## src/rtl/core/rmb_pkg.sv

```systemverilog
// Shared widths, codes and types of the region-of-interest mean brightness block.
package rmb_pkg;

    localparam int MAX_DIMENSION_DEFAULT = 4096;

    localparam int CHAN_W   = 8;
    localparam int DIM_W    = 13;
    localparam int POS_W    = 12;
    localparam int COL_W    = 12;
    localparam int ROW_W    = 13;
    localparam int TOTAL_W  = 34;
    localparam int AREA_W   = 2 * DIM_W;
    localparam int LEVEL_W  = 10;
    localparam int DENOM_W  = AREA_W + LEVEL_W;
    localparam int FRAC_W   = 16;
    localparam int MEAN_W   = FRAC_W + 1;
    localparam int STATUS_W = 2;
    localparam int CFG_IDX_W = 3;

    localparam logic [LEVEL_W-1:0] LEVELS_PER_PIXEL = LEVEL_W'(765);

    localparam logic [STATUS_W-1:0] ST_OK         = 2'd0;
    localparam logic [STATUS_W-1:0] ST_BAD_FRAME  = 2'd1;
    localparam logic [STATUS_W-1:0] ST_BAD_REGION = 2'd2;
    localparam logic [STATUS_W-1:0] ST_SHORT      = 2'd3;

    localparam logic [CFG_IDX_W-1:0] CFG_FRAME_WIDTH   = 3'd0;
    localparam logic [CFG_IDX_W-1:0] CFG_FRAME_HEIGHT  = 3'd1;
    localparam logic [CFG_IDX_W-1:0] CFG_REGION_LEFT   = 3'd2;
    localparam logic [CFG_IDX_W-1:0] CFG_REGION_TOP    = 3'd3;
    localparam logic [CFG_IDX_W-1:0] CFG_REGION_WIDTH  = 3'd4;
    localparam logic [CFG_IDX_W-1:0] CFG_REGION_HEIGHT = 3'd5;

    localparam logic [MEAN_W-1:0] MEAN_FULL_SCALE = MEAN_W'(1) << FRAC_W;

    typedef struct packed {
        logic              done;
        logic [MEAN_W-1:0] quot;
    } t_div_rsp;

endpackage

```

## src/rtl/core/rmb_if.sv

```systemverilog
// Valid/ready channel interfaces for pixel beats and result beats.
interface rmb_pix_if
    import rmb_pkg::*;
();
    logic              valid;
    logic              ready;
    logic [CHAN_W-1:0] red;
    logic [CHAN_W-1:0] green;
    logic [CHAN_W-1:0] blue;
    logic              frame_end;

    modport source (output valid, output red, output green, output blue,
                    output frame_end, input ready);
    modport sink   (input valid, input red, input green, input blue,
                    input frame_end, output ready);
endinterface

interface rmb_res_if
    import rmb_pkg::*;
();
    logic                valid;
    logic                ready;
    logic [MEAN_W-1:0]   mean_brightness;
    logic [STATUS_W-1:0] status;

    modport source (output valid, output mean_brightness, output status, input ready);
    modport sink   (input valid, input mean_brightness, input status, output ready);
endinterface

```

## src/rtl/core/rmb_div.sv

```systemverilog
// Restoring divider producing the saturated 16-fraction-bit ratio total/denominator.
module rmb_div
    import rmb_pkg::*;
(
    input  logic               i_clk,
    input  logic               i_rst_n,
    input  logic               i_start,
    input  logic [TOTAL_W-1:0] i_dividend,
    input  logic [DENOM_W-1:0] i_divisor,
    output t_div_rsp           o_rsp
);

    localparam int CNT_W = $clog2(FRAC_W);

    logic               r_busy;
    logic               r_first;
    logic               r_sat;
    logic [CNT_W-1:0]   r_cnt;
    logic [DENOM_W-1:0] r_rem;
    logic [DENOM_W-1:0] r_div;
    logic [FRAC_W-1:0]  r_quot;

    logic [DENOM_W:0]   cmp_a;
    logic [DENOM_W+1:0] diff;
    logic               ge;
    logic               last_step;

    // The first pass only compares: a total at or above the divisor saturates.
    assign cmp_a     = r_first ? {1'b0, r_rem} : {r_rem, 1'b0};
    assign diff      = {1'b0, cmp_a} - {2'b00, r_div};
    assign ge        = ~diff[DENOM_W+1];
    assign last_step = r_busy && ((r_first && ge) || (!r_first && r_cnt == CNT_W'(FRAC_W - 1)));

    always_ff @(posedge i_clk) begin
        if (!i_rst_n) begin
            r_busy  <= 1'b0;
            r_first <= 1'b0;
            r_cnt   <= '0;
        end else if (i_start) begin
            r_busy  <= 1'b1;
            r_first <= 1'b1;
            r_cnt   <= '0;
        end else if (r_busy) begin
            r_first <= 1'b0;
            if (!r_first) begin
                r_cnt <= r_cnt + CNT_W'(1);
            end
            if (last_step) begin
                r_busy <= 1'b0;
            end
        end
    end

    always_ff @(posedge i_clk) begin
        if (i_start) begin
            r_rem  <= DENOM_W'(i_dividend);
            r_div  <= i_divisor;
            r_quot <= '0;
            r_sat  <= 1'b0;
        end else if (r_busy) begin
            if (r_first) begin
                r_sat <= ge;
            end else begin
                r_rem  <= ge ? diff[DENOM_W-1:0] : cmp_a[DENOM_W-1:0];
                r_quot <= {r_quot[FRAC_W-2:0], ge};
            end
        end
    end

    always_comb begin
        o_rsp.done = last_step;
        o_rsp.quot = r_sat ? MEAN_FULL_SCALE : {1'b0, r_quot};
    end

endmodule

```

## src/rtl/core/roi_mean_brightness.sv

```systemverilog
// Mean brightness of a configured rectangle over one raster-order RGB frame.
//
// Pixels enter on i_pix in raster order, one beat per cycle while i_pix.ready
// is high; the block keeps its own column and row. Red, green and blue of
// pixels inside the rectangle are summed. The beat carrying frame_end produces
// one result beat on o_res: the mean channel level as a fraction of full
// scale in 16-fraction-bit fixed point, or a status code with a mean of zero.
// i_pix.ready stays high for ordinary pixels. After a frame_end beat it drops
// while the result is formed: the denominator product is registered in S_MUL1
// and S_MUL2, then the shift-and-subtract divider makes a compare pass and,
// unless the mean saturates at full scale, forms the 16 quotient bits. A
// valid frame's result is registered in S_OUT after the divider is done; an
// error result goes from S_IDLE straight to S_OUT. i_pix.ready returns as the
// result is registered. The result sits in an output register; when the
// receiver stalls it holds there and a new frame's pixels are still taken. A
// further frame_end beat is taken too, but the input then stays closed until
// the register drains. Reset clears the configuration, state, counters,
// running total and output valid flag. The user must write configuration
// through i_cfg_* while idle; the block itself does not enforce this.
module roi_mean_brightness
    import rmb_pkg::*;
#(
    parameter int MAX_DIMENSION = MAX_DIMENSION_DEFAULT
) (
    input  logic                 i_clk,
    input  logic                 i_rst_n,
    rmb_pix_if.sink              i_pix,
    rmb_res_if.source            o_res,
    input  logic                 i_cfg_we,
    input  logic [CFG_IDX_W-1:0] i_cfg_index,
    input  logic [DIM_W-1:0]     i_cfg_data
);

    localparam logic [2:0] S_IDLE = 3'd0;
    localparam logic [2:0] S_MUL1 = 3'd1;
    localparam logic [2:0] S_MUL2 = 3'd2;
    localparam logic [2:0] S_DIV  = 3'd3;
    localparam logic [2:0] S_OUT  = 3'd4;

    logic [DIM_W-1:0] r_frame_width;
    logic [DIM_W-1:0] r_frame_height;
    logic [POS_W-1:0] r_region_left;
    logic [POS_W-1:0] r_region_top;
    logic [DIM_W-1:0] r_region_width;
    logic [DIM_W-1:0] r_region_height;

    logic [2:0]          r_state;
    logic [2:0]          n_state;
    logic [COL_W-1:0]    r_col;
    logic [COL_W-1:0]    n_col;
    logic [ROW_W-1:0]    r_row;
    logic [ROW_W-1:0]    n_row;
    logic [TOTAL_W-1:0]  r_total;
    logic [TOTAL_W-1:0]  n_total;
    logic [TOTAL_W-1:0]  r_total_lat;
    logic [STATUS_W-1:0] r_status;
    logic [STATUS_W-1:0] n_status;
    logic [AREA_W-1:0]   r_area;
    logic                r_out_valid;
    logic [MEAN_W-1:0]   r_out_mean;
    logic [STATUS_W-1:0] r_out_status;

    logic               accept;
    logic               frame_ok;
    logic               region_ok;
    logic               counting;
    logic               in_region;
    logic [DIM_W:0]     col_end;
    logic [DIM_W:0]     row_end;
    logic [LEVEL_W-1:0] pix_sum;
    logic [DIM_W-1:0]   col_inc;
    logic               out_free;
    logic               div_start;
    logic [DENOM_W-1:0] denom;
    t_div_rsp           div_rsp;

    assign accept   = i_pix.valid && i_pix.ready;
    assign out_free = !r_out_valid || o_res.ready;

    assign frame_ok = (r_frame_width != '0) && (r_frame_height != '0) &&
                      (32'(r_frame_width) <= 32'(MAX_DIMENSION)) &&
                      (32'(r_frame_height) <= 32'(MAX_DIMENSION));

    assign col_end = (DIM_W + 1)'(r_region_left) + (DIM_W + 1)'(r_region_width);
    assign row_end = (DIM_W + 1)'(r_region_top) + (DIM_W + 1)'(r_region_height);

    assign region_ok = (r_region_width != '0) && (r_region_height != '0) &&
                       (col_end <= (DIM_W + 1)'(r_frame_width)) &&
                       (row_end <= (DIM_W + 1)'(r_frame_height));

    assign counting  = frame_ok && (r_row < r_frame_height);
    assign in_region = (r_col >= r_region_left) &&
                       ((DIM_W + 1)'(r_col) < col_end) &&
                       (r_row >= ROW_W'(r_region_top)) &&
                       ((DIM_W + 1)'(r_row) < row_end);
    assign pix_sum   = LEVEL_W'(i_pix.red) + LEVEL_W'(i_pix.green) + LEVEL_W'(i_pix.blue);
    assign col_inc   = DIM_W'(r_col) + DIM_W'(1);

    always_comb begin
        n_col   = r_col;
        n_row   = r_row;
        n_total = r_total;
        if (counting) begin
            if (in_region) begin
                n_total = r_total + TOTAL_W'(pix_sum);
            end
            // A column at or past the frame width wraps to the next row.
            if (col_inc >= r_frame_width) begin
                n_col = '0;
                n_row = r_row + ROW_W'(1);
            end else begin
                n_col = col_inc[COL_W-1:0];
            end
        end
    end

    always_comb begin
        priority if (!frame_ok) begin
            n_status = ST_BAD_FRAME;
        end else if (!region_ok) begin
            n_status = ST_BAD_REGION;
        end else if (n_row < r_frame_height) begin
            n_status = ST_SHORT;
        end else begin
            n_status = ST_OK;
        end
    end

    always_comb begin
        n_state = r_state;
        unique case (r_state)
            S_IDLE: begin
                if (accept && i_pix.frame_end) begin
                    n_state = (n_status == ST_OK) ? S_MUL1 : S_OUT;
                end
            end
            S_MUL1:  n_state = S_MUL2;
            S_MUL2:  n_state = S_DIV;
            S_DIV: begin
                if (div_rsp.done) begin
                    n_state = S_OUT;
                end
            end
            S_OUT: begin
                if (out_free) begin
                    n_state = S_IDLE;
                end
            end
            default: n_state = S_IDLE;
        endcase
    end

    always_ff @(posedge i_clk) begin
        if (!i_rst_n) begin
            r_frame_width   <= '0;
            r_frame_height  <= '0;
            r_region_left   <= '0;
            r_region_top    <= '0;
            r_region_width  <= '0;
            r_region_height <= '0;
        end else if (i_cfg_we) begin
            unique case (i_cfg_index)
                CFG_FRAME_WIDTH:   r_frame_width   <= i_cfg_data;
                CFG_FRAME_HEIGHT:  r_frame_height  <= i_cfg_data;
                CFG_REGION_LEFT:   r_region_left   <= i_cfg_data[POS_W-1:0];
                CFG_REGION_TOP:    r_region_top    <= i_cfg_data[POS_W-1:0];
                CFG_REGION_WIDTH:  r_region_width  <= i_cfg_data;
                CFG_REGION_HEIGHT: r_region_height <= i_cfg_data;
                default: ;
            endcase
        end
    end

    always_ff @(posedge i_clk) begin
        if (!i_rst_n) begin
            r_state     <= S_IDLE;
            r_col       <= '0;
            r_row       <= '0;
            r_total     <= '0;
            r_out_valid <= 1'b0;
        end else begin
            r_state <= n_state;
            if (accept) begin
                if (i_pix.frame_end) begin
                    r_col   <= '0;
                    r_row   <= '0;
                    r_total <= '0;
                end else begin
                    r_col   <= n_col;
                    r_row   <= n_row;
                    r_total <= n_total;
                end
            end
            if (r_state == S_OUT && out_free) begin
                r_out_valid <= 1'b1;
            end else if (o_res.ready) begin
                r_out_valid <= 1'b0;
            end
        end
    end

    always_ff @(posedge i_clk) begin
        if (accept && i_pix.frame_end) begin
            r_total_lat <= n_total;
            r_status    <= n_status;
        end
        if (r_state == S_MUL1) begin
            r_area <= AREA_W'(r_region_width) * AREA_W'(r_region_height);
        end
        if (r_state == S_OUT && out_free) begin
            r_out_status <= r_status;
            r_out_mean   <= (r_status == ST_OK) ? div_rsp.quot : '0;
        end
    end

    assign div_start = (r_state == S_MUL2);
    assign denom     = DENOM_W'(r_area) * DENOM_W'(LEVELS_PER_PIXEL);

    rmb_div u_div (
        .i_clk      (i_clk),
        .i_rst_n    (i_rst_n),
        .i_start    (div_start),
        .i_dividend (r_total_lat),
        .i_divisor  (denom),
        .o_rsp      (div_rsp)
    );

    assign i_pix.ready           = (r_state == S_IDLE);
    assign o_res.valid           = r_out_valid;
    assign o_res.mean_brightness = r_out_mean;
    assign o_res.status          = r_out_status;

endmodule

```

## src/flat_wrapper.sv

```systemverilog
// flat-port wrapper written by rule: the top's interface ports become plain ports
module roi_mean_brightness_flat import rmb_pkg::*;
#(
    parameter int MAX_DIMENSION = MAX_DIMENSION_DEFAULT
)
  (i_clk, i_rst_n, i_cfg_we, i_cfg_index, i_cfg_data, i_pix_valid, i_pix_red, i_pix_green, i_pix_blue, i_pix_frame_end, i_pix_ready, o_res_valid, o_res_mean_brightness, o_res_status, o_res_ready);
  rmb_pix_if i_pix_i ();
  rmb_res_if o_res_i ();
  input  logic i_clk;
  input  logic i_rst_n;
  input  logic i_cfg_we;
  input  logic [CFG_IDX_W-1:0] i_cfg_index;
  input  logic [DIM_W-1:0] i_cfg_data;
  input wire logic [$bits(i_pix_i.valid)-1:0] i_pix_valid;
  input wire logic [$bits(i_pix_i.red)-1:0] i_pix_red;
  input wire logic [$bits(i_pix_i.green)-1:0] i_pix_green;
  input wire logic [$bits(i_pix_i.blue)-1:0] i_pix_blue;
  input wire logic [$bits(i_pix_i.frame_end)-1:0] i_pix_frame_end;
  output wire logic [$bits(i_pix_i.ready)-1:0] i_pix_ready;
  output wire logic [$bits(o_res_i.valid)-1:0] o_res_valid;
  output wire logic [$bits(o_res_i.mean_brightness)-1:0] o_res_mean_brightness;
  output wire logic [$bits(o_res_i.status)-1:0] o_res_status;
  input wire logic [$bits(o_res_i.ready)-1:0] o_res_ready;
  assign i_pix_i.valid = i_pix_valid;
  assign i_pix_i.red = i_pix_red;
  assign i_pix_i.green = i_pix_green;
  assign i_pix_i.blue = i_pix_blue;
  assign i_pix_i.frame_end = i_pix_frame_end;
  assign i_pix_ready = i_pix_i.ready;
  assign o_res_valid = o_res_i.valid;
  assign o_res_mean_brightness = o_res_i.mean_brightness;
  assign o_res_status = o_res_i.status;
  assign o_res_i.ready = o_res_ready;
  roi_mean_brightness #(.MAX_DIMENSION(MAX_DIMENSION)) u_core (.i_clk(i_clk), .i_rst_n(i_rst_n), .i_pix(i_pix_i), .o_res(o_res_i), .i_cfg_we(i_cfg_we), .i_cfg_index(i_cfg_index), .i_cfg_data(i_cfg_data));
endmodule
```

## config.mk

```make
export PLATFORM = sky130hd
export DESIGN_NAME = roi_mean_brightness_flat
export DESIGN_NICKNAME = d
export VERILOG_FILES = /design/src/rtl/core/rmb_pkg.sv /design/src/rtl/core/rmb_if.sv /design/src/rtl/core/rmb_div.sv /design/src/rtl/core/roi_mean_brightness.sv /design/src/flat_wrapper.sv
export SDC_FILE = /design/constraint.sdc
export NUM_CORES = 2
export LEC_CHECK = 0
export BUFFER_PORTS_ARGS = -buffer_cell sky130_fd_sc_hd__buf_2
export CAP_MARGIN = 15
export CORE_MARGIN = 5
export CORE_UTILIZATION = 55
export DETAILED_ROUTE_END_ITERATION = 8
export PLACE_DENSITY = 0.78
export SLEW_MARGIN = 20
export SYNTH_ARGS = -nofsm -noshare
export SYNTH_HDL_FRONTEND = slang
export SYNTH_SLANG_ARGS = --single-unit
```

## constraint.sdc

```tcl
create_clock -name i_clk -period 12.4 [get_ports i_clk]
set_input_delay 1.24 -clock i_clk [delete_from_list [all_inputs] [get_ports i_clk]]
set_output_delay 1.24 -clock i_clk [all_outputs]
set_load 0.02 [all_outputs]
```

After elaboration in Yosys (flattened, before gate mapping)
Index checks and enable logic that the tools add are counted.
Word-level totals
  bits of input ports: 46
  word-level logic and storage cells: 139
  register bits: 315
  output and inout bits: 21
Operators by class
  equality and inequality tests: 14
  add/sub/neg operators: 9
  reductions and logical operators: 44
  muxes and demuxes: 30
  order comparisons: 11
  multipliers: 2
  bitwise gates (word level): 4
Operator list (count)
  $mux W34: 6
  $reduce_bool A13 Y1: 4
  $mux W13: 3
  $sub A37 B36 Y38: 1
  $mux W37: 1
  $mul A26 B10 Y36 const B: 1
  $mux W12: 3
  $mux W36: 1
  $add A34 B10 Y34: 1
  $add A12 B13 Y14: 2
  $le A14 B13 Y1: 2
  $le A13 B13 Y1 const B: 2
  $lt A13 B13 Y1: 2
  $mul A13 B13 Y26: 1
  $reduce_and A2 Y1: 10
  $mux W17: 1
  $logic_and A1 B1 Y1: 16
  $pmux W3 S5: 1
  $lt A12 B14 Y1: 1
  $lt A13 B14 Y1: 1
  $add A12 B1 Y13 const B: 1
  $add A13 B1 Y13 const B: 1
  $ge A13 B12 Y1: 1
  $ge A13 B13 Y1: 1
  21 further kinds: 50

Logic depth before layout (Yosys ltp)
  word-level depth: 14
  depth in mapped cells: 24
  mapped depth without buffers: 23

Modules after synthesis
A second synthesis with hierarchy kept.
Second synthesis, totals
  cells, all modules: 3415
  area, all modules: 31342.6 um^2
By module, submodules not included
  roi_mean_brightness: times used 1, seq. area each 5215.0 um^2, cells an instance 2714, area an instance 24923.9 um^2
  rmb_div: times used 1, seq. area each 2602.5 um^2, cells an instance 701, area an instance 6418.7 um^2

Worst setup path before layout
Ideal clock, no wire load.
  kind: reg2reg
  from: reg u_core.r_region_height[3]
  to: reg u_core.r_area[24], data pin
  data arrival time: 5.526 ns
  buffers on the path: 1
  period minus slack after synthesis: 5.788 ns
  cell stages (with the launch flop): 21
  setup slack: 6.612 ns
  cells stage by stage: dfxtp_1 clkbuf_1 nand2_1 fa_1 inv_1 fa_1 inv_1 fa_1 inv_1 fa_1 fa_1 ha_1 or3_1 o311a_1 o21a_1 o21ai_0 a21bo_2 a211oi_1 a211oi_1 a21oi_1 xor2_1
On the way
  longest elaborated chain between the ends: 1
Ends and longest elaborated chain
  from (decl): RTL line roi_mean_brightness.sv:45  | logic [DIM_W-1:0] r_region_height;
  from (signal assigned): RTL line roi_mean_brightness.sv:168  | CFG_REGION_HEIGHT: r_region_height <= i_cfg_data;
  $mul A13 B13 Y26: RTL line roi_mean_brightness.sv:208  | r_area <= AREA_W'(r_region_width) * AREA_W'(r_region_height);
  to (signal assigned): RTL line roi_mean_brightness.sv:208
  to (decl): RTL line roi_mean_brightness.sv:58  | logic [AREA_W-1:0] r_area;
No other way between the ends.
A chain may end at the register's enable or synchronous reset.

Worst setup path in the final report
  from: reg u_core.r_region_height[0]
  to: reg u_core.r_total[15]
On the way
  longest elaborated chain between the ends: 6
Ends and longest elaborated chain
  $add A12 B13 Y14: RTL line roi_mean_brightness.sv:85  | assign row_end = (DIM_W + 1)'(r_region_top) + (DIM_W + 1)'(r_region_height);
  $lt A13 B14 Y1: RTL line roi_mean_brightness.sv:95  | ((DIM_W + 1)'(r_row) < row_end);
  $logic_and A1 B1 Y1: RTL line roi_mean_brightness.sv:94  | (r_row >= ROW_W'(r_region_top)) &&
  $mux W34: RTL line roi_mean_brightness.sv:104  | if (in_region) begin
  $mux W34: RTL line roi_mean_brightness.sv:103  | if (counting) begin
  $mux W34: RTL line roi_mean_brightness.sv:184  | if (i_pix.frame_end) begin
  to (signal assigned): RTL line roi_mean_brightness.sv:191  | r_total <= n_total;
  to (decl): RTL line roi_mean_brightness.sv:53  | logic [TOTAL_W-1:0] r_total;
No other way between the ends.

==> impl_metrics.json <==
{
  "ys_async_sr_fraction": 0,
  "vias": 24100,
  "ys_top_cells_by_area": "fa_1 (17%), ha_1 (15%), edfxtp_1 (15%), dfxtp_1 (11%), inv_1 (5.3%)",
  "synth_fp_nets": 4100,
  "synthXorXnorAreaFrac": 0.0484,
  "worstSkewPairLatency_ps": 550,
  "drt-pass1-iter-count": 6,
  "min_path_type": "register to register",
  "std_cell_rows": 87,
  "synth-compound-area-share": 0.141,
  "synth_top_family_by_area": "adder cells",
  "netSwitchingFraction": 0.273,
  "root_buffer": "clkbuf_16",
  "synth_cell_type_count": 75,
  "synth-edff-count": 151,
  "core-area_um2": 56300,
  "syn_to_final_growth_pct": 7.36,
  "synth_top_cell_area_share": 0.172,
  "ctsHoldBuffers": 0,
  "antenna_left": 0,
  "fp.dieW_um": 248,
  "crit_required_ps": 12860,
  "worst_slew_pin_slew_ps": 1100,
  "timing.fmax_mhz": 154,
  "io_pins": 67,
  "diodes": 0,
  "crit_top_cell": "o21a_1",
  "grt_max_degree": 118,
  "criticalPathCategory": "register to register",
  "routabilityCongestion": 0.904,
  "cap_violations": 0,
  "port_buffers": 66,
  "p_int_mw": 1.97,
  "drc": 0,
  "rsz0062_at_grt": "false",
  "initial_core_util": 0.553,
  "ys.flop_type": "dfxtp_1",
  "arrival_ps": 6960,
  "synthCells": 3408,
  "p_per_area_nw_per_um2": 81.2,
  "first_global_vias": 24500,
  "fin_setup_tns_ps": 0,
  "ctsResizeCount": 0,
  "fin_nets": 4108,
  "globalRouteOverflowTotal": 0,
  "crit_fanout": 28,
  "max-slew-margin-rel": 0.266,
  "fin_crit_sh": 0.524,
  "clk_pin_slew_ps": 70,
  "synth_seq_cells": 315,
  "mostFrequentLayoutCells": "inv_1 (442), nand2_1 (429), ha_1 (379)",
  "critPathLaunchType": "register",
  "numCtsBuffers": 36,
  "comb_power_share": 0.158,
  "via_per_inst": 5.74,
  "yosys.area_share.adder": 0.324,
  "path_delay_family": "simple AND/OR/NAND/NOR gates",
  "cts_tree": "done",
  "first_iter_violations": 1653,
  "cts_setup_buffers": 0,
  "switching_power_mw": 0.740,
  "dp_hpwl_mm": 54.0,
  "track_usage": 0.236,
  "antenna_found_initial": 0,
  "synth_seq_area_share": 0.251,
  "yosysWarnings": 0,
  "h-tree-depth": 2,
  "cpMaxStageDelayCell": "nor3_4",
  "setup_slack_ps": 5900,
  "clockBufferDepth": 3,
  "power_frac_clock": 0.426,
  "synth_mux_area_frac": 0.0169,
  "synth_area_leader_cell": "fa_1",
  "postSynthAreaPerCell_um2": 9.14,
  "drt_wl_total_mm": 71.9,
  "p_leak_nw": 14.8,
  "crit_buf_inv": 0,
  "grt_pass1_wl_mm": 120,
  "final_common_cell": "inv_1",
  "max_stage_delay_ps": 890,
  "outcome": "finished, final reports clean",
  "maxSlewViolCount": 0,
  "clock-sinks": 315,
  "post_drt_wl_per_cell_um": 17.1,
  "dp_slack_ps": 5990,
  "worstPathCellList": "ha_1, fa_1, a21o_1, a21oi_1, o21bai_1, a21oi_1, nor2b_1, o21a_1, o21a_1, o21a_1, nor2_1, xor2_1, ha_1, a211oi_1, o21ai_0, a31oi_1, o21bai_1, o211a_1, nor3_4, nand2_1, or4_1, a21boi_0",
  "dieArea_um2": 61500,
  "critPathCaptureType": "register",
  "hold_viol": 0,
  "drive_above_1_share": 0.0613,
  "yosys.area_share.simple": 0.151,
  "irDropWorstVdd_mv": 0.131,
  "layout_min_cycle_time_ps": 6500,
  "die_h_um": 248,
  "synth_area_um2": 31100,
  "setup_violations": 0,
  "fin_skew_ps": 25.2,
  "seqPwrFrac": 0.416
}
-- layout make-up --
cell class	instances	area, um^2
Clock buffer	45	996
Tap cell	756	946
Sequential cell	315	7820
Fill cell	4860	22800
Inverter	443	1660
Timing Repair Buffer	82	473
Multi-Input combinational cell	2538	21300
Clock inverter	21	283
-- worst register-to-register path, cell delays in order, from the launching register on --
cell and delay (ps):
dfxtp_1 450, ha_1 310, fa_1 420, a21o_1 180
a21oi_1 230, o21bai_1 90, a21oi_1 260, nor2b_1 90
o21a_1 190, o21a_1 170, o21a_1 180, nor2_1 170
xor2_1 180, ha_1 270, a211oi_1 190, o21ai_0 110
a31oi_1 140, o21bai_1 90, o211a_1 150, nor3_4 890
nand2_1 770, or4_1 690, a21boi_0 200
-- logic make-up after synthesis --
family	count (synthesis)
xor+xnor	172
compound gates	684
mux	47
flops	315
fa+ha+maj	646
buf+inv	555
simple gates	989
-- synthesized netlist by cell type, types with 95 or more instances --
cell type,number
inv_1,442
nor2_1,161
edfxtp_1,151
o21ai_0,138
xnor2_1,95
fa_1,267
dfxtp_1,164
a21boi_0,104
clkbuf_1,102
and2_1,107
a21oi_1,173
ha_1,379
nand2_1,430
-- final timing paths --
| check | slack, ps | endpoint | cells after the start | start |
|---|---|---|---|---|
| max | 5900 | u_core.r_total[15]$_SDFFE_PN0P_ | 22 | u_core.r_region_height[0]$_SDFFE_PN0P_ |
| min | 460 | u_core.u_div.r_quot[4]$_SDFFE_PP0P_ | 2 | u_core.u_div.r_quot[3]$_SDFFE_PP0P_ |
| max reg2reg | 5900 | u_core.r_total[15]$_SDFFE_PN0P_ | 22 | u_core.r_region_height[0]$_SDFFE_PN0P_ |
| min reg2reg | 460 | u_core.u_div.r_quot[4]$_SDFFE_PP0P_ | 2 | u_core.u_div.r_quot[3]$_SDFFE_PP0P_ |
-- sequential cells by signal, indices dropped and copies added (netlist names), 12 cells and up --
register / cells
u_core.r_frame_width: 13
u_core.r_total: 34
u_core.r_area: 26
u_core.o_res.mean_brightness: 17
u_core.r_region_height: 13
u_core.u_div.r_quot: 16
u_core.u_div.r_rem: 36
u_core.r_region_width: 13
u_core.r_total_lat: 34
u_core.u_div.r_div: 36
u_core.r_region_top: 12
u_core.r_region_left: 12
u_core.r_frame_height: 13
u_core.r_row: 13
u_core.r_col: 12
-- layer usage --
metal	routed length, um	GRT usage
met1	30500	0.303
met2	35600	0.418
met3	3500	0.0278
met4	2340	0.0715
met5	0	0
-- power by group through the flow --
stage / clock (mW) / combinational (mW) / sequential [mW]
3_5_place_dp: 0 / 0.422 / 1.15
4_1_cts: 1.17 / 0.425 / 1.13
6_report: 1.16 / 0.428 / 1.13
2_1_floorplan: 0 / 0.320 / 1.15
3_3_place_gp: 0 / 0.413 / 1.15
5_1_grt: 1.22 / 0.483 / 1.13
-- stage by stage --
| stage | util | cell area, um^2 | power (mW) | hold WS (ps) | instances |
|---|---|---|---|---|---|
| 2_1_floorplan | - | 31100 | 1.47 | 432 | 3408 |
| 3_3_place_gp | 0.571 | 32100 | 1.56 | 442 | 4133 |
| 3_5_place_dp | 0.571 | 32100 | 1.57 | 454 | 4133 |
| 4_1_cts | 0.594 | 33400 | 2.72 | 461 | 4199 |
| 5_1_grt | 0.594 | 33400 | 2.83 | 488 | 4200 |
| 6_report | 0.594 | 33400 | 2.71 | 460 | 4200 |
No activity file was read; power rests on OpenSTA's default activity.
